==> src/design/snep_pkg.sv <==
package snep_pkg;

  // Line geometry: one slot is kept spare, so the line holds LINE_SLOTS-1 characters
  localparam int unsigned LINE_SLOTS = 16;
  localparam int unsigned LINE_CAP   = LINE_SLOTS - 1;
  localparam int unsigned CNT_W      = $clog2(LINE_CAP + 1);
  localparam int unsigned IDX_W      = $clog2(LINE_CAP);

  // Stored character codes: 0..9 digits, 10 leading minus
  localparam int unsigned     CODE_W     = 4;
  localparam logic [CODE_W-1:0] CODE_MINUS = 4'd10;

  // Field widths
  localparam int unsigned BYTE_W  = 8;
  localparam int unsigned VALUE_W = 32;
  localparam int unsigned LEN_W   = 4;

  // Terminal characters
  localparam logic [BYTE_W-1:0] CH_ZERO  = 8'h30;
  localparam logic [BYTE_W-1:0] CH_NINE  = 8'h39;
  localparam logic [BYTE_W-1:0] CH_MINUS = 8'h2D;
  localparam logic [BYTE_W-1:0] CH_LF    = 8'h0A;
  localparam logic [BYTE_W-1:0] CH_CR    = 8'h0D;
  localparam logic [BYTE_W-1:0] CH_ESC   = 8'h1B;
  localparam logic [BYTE_W-1:0] CH_UP    = 8'h75;
  localparam logic [BYTE_W-1:0] CH_BS    = 8'h08;
  localparam logic [BYTE_W-1:0] CH_DEL   = 8'h7F;

  // Result command codes
  typedef enum logic [1:0] {
    KIND_KEEP = 2'd0,
    KIND_DATA = 2'd1,
    KIND_UP   = 2'd2
  } snep_kind_e;

  // Operations on the character line
  typedef enum logic [2:0] {
    OP_IDLE,   // hold everything
    OP_KEEP,   // apply full-line trim only
    OP_DIGIT,  // append a digit
    OP_MINUS,  // leading minus if the line is empty
    OP_BACK,   // drop last character
    OP_CLEAR,  // empty the line
    OP_SHIFT   // move the line one slot toward the head
  } snep_op_e;

  typedef struct packed {
    snep_op_e          op;
    logic [CODE_W-1:0] code;
  } snep_line_ctrl_t;

  typedef struct packed {
    logic [CNT_W-1:0]  cnt_adj;   // count after full-line trim
    logic [CNT_W-1:0]  cnt_next;  // count after this operation
    logic [CODE_W-1:0] head;      // character at the head of the line
  } snep_line_stat_t;

endpackage

==> src/design/snep_line.sv <==
module snep_line (
  input  logic                     clk_i,
  input  logic                     rst_ni,
  input  snep_pkg::snep_line_ctrl_t ctrl_i,
  output snep_pkg::snep_line_stat_t stat_o
);
  import snep_pkg::*;

  logic [CODE_W-1:0] store_q [LINE_CAP];
  logic [CODE_W-1:0] store_d [LINE_CAP];
  logic [CNT_W-1:0]  count_q, count_d;
  logic [CNT_W-1:0]  cnt_adj;

  // A full line loses its last character before each word is handled
  assign cnt_adj = (count_q >= CNT_W'(LINE_CAP)) ? CNT_W'(LINE_CAP - 1) : count_q;

  // Line update
  always_comb begin
    store_d = store_q;
    count_d = count_q;
    case (ctrl_i.op)
      OP_IDLE: begin
      end
      OP_KEEP: begin
        count_d = cnt_adj;
      end
      OP_DIGIT: begin
        store_d[cnt_adj[IDX_W-1:0]] = ctrl_i.code;
        count_d = cnt_adj + CNT_W'(1);
      end
      OP_MINUS: begin
        count_d = cnt_adj;
        if (cnt_adj == '0) begin
          store_d[0] = CODE_MINUS;
          count_d    = CNT_W'(1);
        end
      end
      OP_BACK: begin
        count_d = (cnt_adj != '0) ? cnt_adj - CNT_W'(1) : cnt_adj;
      end
      OP_CLEAR: begin
        count_d = '0;
      end
      OP_SHIFT: begin
        for (int i = 0; i < LINE_CAP - 1; i++) begin
          store_d[i] = store_q[i+1];
        end
      end
      default: begin
      end
    endcase
  end

  // Character slots carry no reset; only slots below the count are read
  always_ff @(posedge clk_i) begin
    store_q <= store_d;
  end

  always_ff @(posedge clk_i or negedge rst_ni) begin
    if (!rst_ni) begin
      count_q <= '0;
    end else begin
      count_q <= count_d;
    end
  end

  assign stat_o.cnt_adj  = cnt_adj;
  assign stat_o.cnt_next = count_d;
  assign stat_o.head     = store_q[0];

endmodule

==> src/design/snep_conv.sv <==
module snep_conv (
  input  logic                                clk_i,
  input  logic                                rst_ni,
  input  logic                                start_i,
  input  logic                                neg_i,
  input  logic                                step_i,
  input  logic [snep_pkg::CODE_W-1:0]         digit_i,
  output logic signed [snep_pkg::VALUE_W-1:0] value_o
);
  import snep_pkg::*;

  localparam int unsigned PROD_W = VALUE_W + 4;
  localparam logic [VALUE_W-1:0] LIMIT   = {1'b1, {(VALUE_W-1){1'b0}}};
  localparam logic [VALUE_W-1:0] SAT_MAG = LIMIT + VALUE_W'(1);
  localparam logic [VALUE_W-1:0] POS_MAX = {1'b0, {(VALUE_W-1){1'b1}}};

  logic [VALUE_W-1:0] mag_q, mag_d;
  logic               neg_q, skip_q;
  logic [PROD_W-1:0]  prod;

  // mag*10 + digit, clamped just above the signed range
  assign prod = (PROD_W'(mag_q) << 3) + (PROD_W'(mag_q) << 1) + PROD_W'(digit_i);

  always_comb begin
    mag_d = mag_q;
    if (start_i) begin
      mag_d = '0;
    end else if (step_i && !skip_q) begin
      mag_d = (prod > PROD_W'(LIMIT)) ? SAT_MAG : prod[VALUE_W-1:0];
    end
  end

  always_ff @(posedge clk_i) begin
    mag_q <= mag_d;
  end

  // Sign flag; the minus sign is the first character walked and is skipped
  always_ff @(posedge clk_i or negedge rst_ni) begin
    if (!rst_ni) begin
      neg_q  <= 1'b0;
      skip_q <= 1'b0;
    end else if (start_i) begin
      neg_q  <= neg_i;
      skip_q <= neg_i;
    end else if (step_i) begin
      skip_q <= 1'b0;
    end
  end

  // Final saturation and sign
  always_comb begin
    if (mag_q[VALUE_W-1]) begin
      value_o = neg_q ? signed'(LIMIT) : signed'(POS_MAX);
    end else begin
      value_o = neg_q ? signed'(VALUE_W'(0) - mag_q) : signed'(mag_q);
    end
  end

endmodule

==> src/design/serial_numeric_entry_parser.sv <==
// Serial numeric entry parser.
// Input channel: one terminal byte per word on rx_byte_i (in_valid_i/in_ready_o).
// Output channel: one result word per input byte (out_valid_o/out_ready_i)
// carrying command_kind_o (keep, data, up), entered_value_o and line_length_o.
// Digits and a leading minus build a line of up to 14..15 characters;
// backspace or DEL drops one, Enter/CR converts it, ESC or 'u' goes up a level.
// An ordinary byte is latched into the input register; the execute step then
// loads its result word into the output register. Enter on a line that holds a
// digit passes the execute step, then the conversion step, which walks one
// stored character (minus included) per cycle through a single
// multiply-by-ten-and-add step, then the finish step, which loads the result;
// the full-line trim leaves at most 14 characters to walk.
// Each byte, a converting Enter included, holds the input until it is finished.
// A new byte is taken once the previous one is finished, even while its
// result still waits in the output register.
// A stalled receiver holds the output register; the next byte then waits in
// the input register until the output frees up.
// Reset empties the line and drops any pending result; no clearing pass.
module serial_numeric_entry_parser (
  input  logic                                clk_i,
  input  logic                                rst_ni,
  input  logic                                in_valid_i,
  output logic                                in_ready_o,
  input  logic [snep_pkg::BYTE_W-1:0]         rx_byte_i,
  output logic                                out_valid_o,
  input  logic                                out_ready_i,
  output logic [1:0]                          command_kind_o,
  output logic signed [snep_pkg::VALUE_W-1:0] entered_value_o,
  output logic [snep_pkg::LEN_W-1:0]          line_length_o
);
  import snep_pkg::*;

  typedef enum logic [1:0] {
    ST_IDLE,
    ST_EXEC,
    ST_CONV,
    ST_FIN
  } state_e;

  state_e                      state_q, state_d;
  logic [BYTE_W-1:0]           byte_q, byte_d;
  logic [CNT_W-1:0]            remain_q, remain_d;
  logic                        out_valid_q, out_valid_d;
  snep_kind_e                  kind_q, kind_d;
  logic signed [VALUE_W-1:0]   value_q, value_d;
  logic [LEN_W-1:0]            len_q, len_d;

  snep_line_ctrl_t             line_ctrl;
  snep_line_stat_t             line_stat;
  logic                        conv_start, conv_step;
  logic signed [VALUE_W-1:0]   conv_value;

  logic is_digit, is_minus, is_enter, is_up, is_back;
  logic out_free, line_neg, has_digits;

  // Byte classes
  assign is_digit = (byte_q >= CH_ZERO) && (byte_q <= CH_NINE);
  assign is_minus = (byte_q == CH_MINUS);
  assign is_enter = (byte_q == CH_LF) || (byte_q == CH_CR);
  assign is_up    = (byte_q == CH_ESC) || (byte_q == CH_UP);
  assign is_back  = (byte_q == CH_BS) || (byte_q == CH_DEL);

  assign out_free   = !out_valid_q || out_ready_i;
  assign line_neg   = (line_stat.cnt_adj != '0) && (line_stat.head == CODE_MINUS);
  assign has_digits = line_stat.cnt_adj > CNT_W'(line_neg);

  // Sequencer and output register
  always_comb begin
    state_d        = state_q;
    byte_d         = byte_q;
    remain_d       = remain_q;
    out_valid_d    = out_valid_q && !out_ready_i;
    kind_d         = kind_q;
    value_d        = value_q;
    len_d          = len_q;
    line_ctrl.op   = OP_IDLE;
    line_ctrl.code = byte_q[CODE_W-1:0] - CH_ZERO[CODE_W-1:0];
    conv_start     = 1'b0;
    conv_step      = 1'b0;
    case (state_q)
      ST_IDLE: begin
        if (in_valid_i) begin
          byte_d  = rx_byte_i;
          state_d = ST_EXEC;
        end
      end
      ST_EXEC: begin
        if (out_free) begin
          if (is_enter && has_digits) begin
            line_ctrl.op = OP_KEEP;
            conv_start   = 1'b1;
            remain_d     = line_stat.cnt_adj;
            state_d      = ST_CONV;
          end else begin
            if (is_digit) begin
              line_ctrl.op = OP_DIGIT;
            end else if (is_minus) begin
              line_ctrl.op = OP_MINUS;
            end else if (is_enter || is_up) begin
              line_ctrl.op = OP_CLEAR;
            end else if (is_back) begin
              line_ctrl.op = OP_BACK;
            end else begin
              line_ctrl.op = OP_KEEP;
            end
            out_valid_d = 1'b1;
            kind_d      = is_up ? KIND_UP : KIND_KEEP;
            value_d     = '0;
            len_d       = LEN_W'(line_stat.cnt_next);
            state_d     = ST_IDLE;
          end
        end
      end
      ST_CONV: begin
        // one stored character per cycle from the head of the line
        line_ctrl.op   = OP_SHIFT;
        line_ctrl.code = line_stat.head;
        conv_step      = 1'b1;
        remain_d       = remain_q - CNT_W'(1);
        if (remain_q == CNT_W'(1)) begin
          state_d = ST_FIN;
        end
      end
      ST_FIN: begin
        line_ctrl.op = OP_CLEAR;
        out_valid_d  = 1'b1;
        kind_d       = KIND_DATA;
        value_d      = conv_value;
        len_d        = '0;
        state_d      = ST_IDLE;
      end
      default: begin
        state_d = ST_IDLE;
      end
    endcase
  end

  always_ff @(posedge clk_i or negedge rst_ni) begin
    if (!rst_ni) begin
      state_q     <= ST_IDLE;
      byte_q      <= '0;
      remain_q    <= '0;
      out_valid_q <= 1'b0;
      kind_q      <= KIND_KEEP;
      value_q     <= '0;
      len_q       <= '0;
    end else begin
      state_q     <= state_d;
      byte_q      <= byte_d;
      remain_q    <= remain_d;
      out_valid_q <= out_valid_d;
      kind_q      <= kind_d;
      value_q     <= value_d;
      len_q       <= len_d;
    end
  end

  snep_line u_line (
    .clk_i  (clk_i),
    .rst_ni (rst_ni),
    .ctrl_i (line_ctrl),
    .stat_o (line_stat)
  );

  snep_conv u_conv (
    .clk_i   (clk_i),
    .rst_ni  (rst_ni),
    .start_i (conv_start),
    .neg_i   (line_neg),
    .step_i  (conv_step),
    .digit_i (line_stat.head),
    .value_o (conv_value)
  );

  assign in_ready_o      = (state_q == ST_IDLE);
  assign out_valid_o     = out_valid_q;
  assign command_kind_o  = kind_q;
  assign entered_value_o = value_q;
  assign line_length_o   = len_q;

`ifndef SYNTHESIS
  // Nothing loads the output register while digits are being walked
  a_conv_out_empty: assert property (@(posedge clk_i) disable iff (!rst_ni)
    (state_q == ST_CONV) |-> !out_valid_q)
    else $error("output register busy during conversion");

  // Conversion never runs with an exhausted character count
  a_conv_remain: assert property (@(posedge clk_i) disable iff (!rst_ni)
    (state_q == ST_CONV) |-> (remain_q != '0))
    else $error("conversion walked past the line");

  // Only a data command carries a value
  a_value_zero: assert property (@(posedge clk_i) disable iff (!rst_ni)
    (out_valid_o && (command_kind_o != KIND_DATA)) |-> (entered_value_o == '0))
    else $error("value on a non-data command");

  // Every data or up command leaves an empty line
  a_cmd_clears: assert property (@(posedge clk_i) disable iff (!rst_ni)
    (out_valid_o && (command_kind_o != KIND_KEEP)) |-> (line_length_o == '0))
    else $error("line not cleared by a command");

  // A result is loaded only from the execute or finish step
  a_load_src: assert property (@(posedge clk_i) disable iff (!rst_ni)
    $rose(out_valid_q) |-> ($past(state_q) == ST_EXEC || $past(state_q) == ST_FIN))
    else $error("result loaded from an unexpected step");
`endif

endmodule
==> config.mk <==
export PLATFORM = sky130hd
export DESIGN_NAME = serial_numeric_entry_parser
export DESIGN_NICKNAME = d
export VERILOG_FILES = /design/src/design/snep_pkg.sv /design/src/design/snep_line.sv /design/src/design/snep_conv.sv /design/src/design/serial_numeric_entry_parser.sv
export SDC_FILE = /design/constraint.sdc
export NUM_CORES = 1
export LEC_CHECK = 0
export BUFFER_PORTS_ARGS = -buffer_cell sky130_fd_sc_hd__buf_2
export CAP_MARGIN = 20
export CORE_MARGIN = 3
export CORE_UTILIZATION = 56
export CTS_CLUSTER_DIAMETER = 150
export DETAILED_ROUTE_END_ITERATION = 10
export PLACE_DENSITY_LB_ADDON = 0.08
export RECOVER_POWER = 50
export SYNTH_ARGS = -nofsm -noshare
export SYNTH_HDL_FRONTEND = slang
export SYNTH_SLANG_ARGS = --single-unit
==> constraint.sdc <==
create_clock -name clk_i -period 3.6 [get_ports clk_i]
set_input_delay 0.72 -clock clk_i [delete_from_list [all_inputs] [get_ports clk_i]]
set_output_delay 0.72 -clock clk_i [all_outputs]
set_load 0.01 [all_outputs]
==> metrics.txt <==
run status complete, but fails checks; violations in the final reports max-capacitance violations, max-slew violations; Distinct cells, synth 75; setup TNS 0 ns; net switching power 2.53 mW; Die X 138 µm; vias in the first global route 8755; top-level I/O count 52; final setup violation count 0; share of Yosys cell area claimed by the top area cell type between 10% and 20%; most frequent cells in the layout 186 x sky130_fd_sc_hd__nand2_1, 142 x sky130_fd_sc_hd__o21ai_0, 97 x sky130_fd_sc_hd__buf_4; worst-skew pair later-pin latency 0.42 ns; class of the tightest hold or removal check reg2reg; final clock skew 0.00786 ns; Met3 Wirelength ~1.2 mm; Post-Syn Instances around 1100; worst slew pin tran 2.22 ns; worst reg2reg path endpoint u_conv.mag_q[27]$_SDFFE_PP0P_; final hold violation count 0; minimum setup slack among reg-to-reg paths 0.13 ns; largest stage delay on the critical path 0.61 ns; Post-synth ARST share between 30 and 40%; worst hold slack 0.477 ns; fraction of layout cells with a size suffix above 1 about 16%; clock group share of total power 25.8%; reported leakage power 4.86 nW; # hold bufs at CTS 0; Comb power frac around a third; FF/Latch Area 3920 µm²; EDFF count, synth 60; vias roughly 9000; highest clock rate just under 0.3 GHz; filler-free cell count of the finished design 1464; switching share of total power around two fifths; Site Rows 47; launch point of the worst reg-to-reg path u_conv.mag_q[2]$_SDFFE_PP0P_; starting DRC count in detailed routing ~770; worst-case reg-to-reg path depth 14; CP Depth 14; dpl hpwl approximately 20 mm; number of storage elements in the synthesis netlist 151; Post-Syn Nets around 1200; number of vias per cell ~6.1; Max stage delay cell, worst path sky130_fd_sc_hd__fa_2; overall routed net length 27.3 mm; WL/cell 18.6 µm; time the final worst path needs with I/O delays and setup about 3.5 ns; CP Data Required Time a little under 4 ns; Bufs and invs on worst path 3; Pins Over Slew Limit between 40 and 50; largest net degree at the start of global routing 65; cell area after synthesis 9760 µm²; CTS HTree Levels 4; total clock buffers created by CTS 17; initial antenna violation count 0; arrival time of the worst setup path 3.79 ns; Final GP Congestion roughly 0.95; core outline area 16800 µm²; most common cell after layout, fill and taps aside sky130_fd_sc_hd__nand2_1; clock tree root driver cell sky130_fd_sc_hd__clkbuf_16; chain of cells forming the critical path inv_1 -> fa_2 -> inv_1 -> ha_4 -> a211oi_4 -> o21ai_2 -> nand3_2 -> a41o_1 -> o31a_1 -> o2bb2ai_2 -> buf_4 -> xor2_2 -> nand3_2 -> o31ai_1; post-detailed-route DRC marker count 0; Cell Int Power 4.11 mW; worst setup path endpoint u_conv.mag_q[27]$_SDFFE_PP0P_; Placed Cells incl. Taps around 1400; critical path capture point type register; critical path peak fanout 6; top layer reached by signal wires met4; footprint of the multi-input gates between 5000 and 6000 µm²; DRT met1 WL 11.8 mm; power density normalized to cell area 575 nW/µm²; die height 138 µm; yosys synthesis warning count 0; net count reported at finish 1312; Initial Utilization 58.0%; Max-Cap Viols 1; cell types with the largest area share after synthesis sky130_fd_sc_hd__edfxtp_1 18%, sky130_fd_sc_hd__dfrtp_1 15%, sky130_fd_sc_hd__ha_1 8.6%, sky130_fd_sc_hd__o21ai_0 7.6%, sky130_fd_sc_hd__nand2_1 7.2%; kind of cell adding the most delay to the critical path compound AO/OA/AOI/OAI gates; antenna cell count 0; largest area contributor in the netlist sky130_fd_sc_hd__edfxtp_1; die area 19000 µm²; area overhead of the layout relative to synthesis 18.3%; Antenna Violating Nets Remaining 0; global route total overflow 0; sequential share of power between 40% and 50%; CTS max path bufs 2; first-pass GRT wire length roughly 44 mm; syn avg cell area 8.74 µm²; relative slew slack -48.2%; clock tree from TritonCTS done; CTS clk-pin slew, worst paths 0.06 ns; CTS Sinks about 150; nature of the critical path startpoint register; total iterations of the first detailed-routing run 6; Crit Path Class reg2reg; I/O Buffers 51; met2 wirelength from detailed routing 13.7 mm; final critical-path share of the clock period 96.3%; worst setup path start u_conv.mag_q[2]$_SDFFE_PP0P_; post-synthesis sequential area ratio about two fifths; most frequently used flop master after synthesis sky130_fd_sc_hd__edfxtp_1; Filler Cells Inserted between 1000 and 1500; IR Drop Worst-Case VDD 0.000541 V; total track usage 27.7%
cells in the mapped netlist (all sizes together), types with 5 or more instances:
master / number
xnor2: 25
a31oi: 11
inv: 21
o2111ai: 6
clkbuf: 42
a221oi: 8
o211ai: 11
nor2: 79
nor2b: 6
xor2: 13
buf: 15
o31ai: 21
a21o: 12
nor3b: 5
dfxtp: 32
a22o: 11
o41ai: 7
nor4: 5
o21ai: 155
nand4: 9
or4: 8
edfxtp: 60
nand2: 187
nand3: 33
dfrtp: 59
nor3: 25
a21boi: 8
ha: 67
a211oi: 9
mux2: 9
o21a: 7
or3: 15
or2: 6
a21oi: 63
mux2i: 5
nand2b: 11
sequential cells by signal, summed over array words and instances, names as in the netlist, named ones only:
name,cells
byte_q,8
command_kind_o,2
entered_value_o,32
line_length_o,4
out_valid_o,1
remain_q,4
state_q,1
u_conv.mag_q,32
u_conv.neg_q,1
u_conv.skip_q,1
u_line.count_q,4
u_line.stat_o,4
u_line.store_q,56
how the worst min path moves through the flow:
stage               cells after the start                             from                         endpoint  slack [ns]
floorplan                               0                           rst_ni       asynchronous set/reset pin        0.42
detailed placement                      2  entered_value_o[30]$_DFFE_PN0P_  entered_value_o[30]$_DFFE_PN0P_        0.47
global route                            2  entered_value_o[12]$_DFFE_PN0P_  entered_value_o[12]$_DFFE_PN0P_        0.49
CTS                                     1                           rst_ni            byte_q[5]$_DFFE_PN0P_        0.47
global placement                        2  entered_value_o[12]$_DFFE_PN0P_  entered_value_o[12]$_DFFE_PN0P_        0.46
finish                                  2  entered_value_o[30]$_DFFE_PN0P_  entered_value_o[30]$_DFFE_PN0P_        0.48
through the flow:
step / utilization, % / instance area (µm²) / total power, mW / setup slack (ns)
detailed placement: 64.2 / 10800 / 4.91 / -0.169
floorplan: - / 9760 / 4.06 / 0.147
CTS: 67.9 / 11400 / 6.64 / -0.00480
global route: 68.6 / 11500 / 7.02 / -0.0624
finish: 68.6 / 11500 / 6.64 / 0.134
global placement: 64.2 / 10800 / 4.86 / -0.171
layer usage:
metal,GRT usage [%],vias to the layer above
met1,37.0,4322
met5,0,-
met2,47.7,255
met3,3.42,42
met4,7.64,0
li1,-,4345
cells by family after synthesis:
logic type / count (synthesis) / synth area share [%]
and+or+nand+nor: 408 / 19.8
DFF: 151 / 40.1
adders and majority gates: 69 / 9.00
buffers and inverters: 78 / 3.09
xor gates and xnor gates: 38 / 3.41
muxes: 14 / 1.55
AOI/OAI and AO/OA: 359 / 23.0
timing repair:
item,4_1_cts,5_1_grt
buffers inserted,0,6
pin swaps,1,17
setup endpoints to repair,28,32
gates resized for setup,11,35
cloned,0,1
worst reg2reg max path, cell delays in order (launching register included):
cell and delay (ns):
sky130_fd_sc_hd__dfxtp_2 0.33, sky130_fd_sc_hd__inv_1 0.07, sky130_fd_sc_hd__fa_2 0.61, sky130_fd_sc_hd__inv_1 0.08, sky130_fd_sc_hd__ha_4 0.25, sky130_fd_sc_hd__a211oi_4 0.30
sky130_fd_sc_hd__o21ai_2 0.13, sky130_fd_sc_hd__nand3_2 0.10, sky130_fd_sc_hd__a41o_1 0.21, sky130_fd_sc_hd__o31a_1 0.25, sky130_fd_sc_hd__o2bb2ai_2 0.17, sky130_fd_sc_hd__buf_4 0.15
sky130_fd_sc_hd__xor2_2 0.26, sky130_fd_sc_hd__nand3_2 0.19, sky130_fd_sc_hd__o31ai_1 0.27
power by group through the flow:
stage | clock [mW] | sequential, mW | combinational [mW]
2_1_floorplan | 0 | 2.65 | 1.42
3_3_place_gp | 0 | 2.68 | 2.18
3_5_place_dp | 0 | 2.69 | 2.22
4_1_cts | 1.73 | 2.66 | 2.24
5_1_grt | 1.81 | 2.72 | 2.49
6_report | 1.71 | 2.67 | 2.25
area by class of cell:
class | count | area share (%)
clock buffers | 21 | 4.09
repair buffers | 152 | 8.41
inverters | 21 | 0.683
flip-flops and latches | 151 | 34.0
well taps | 220 | 2.38
clock inverters | 11 | 0.835
multi-input cells | 888 | 49.6
Note: power is estimated with default switching activity, not from simulation.
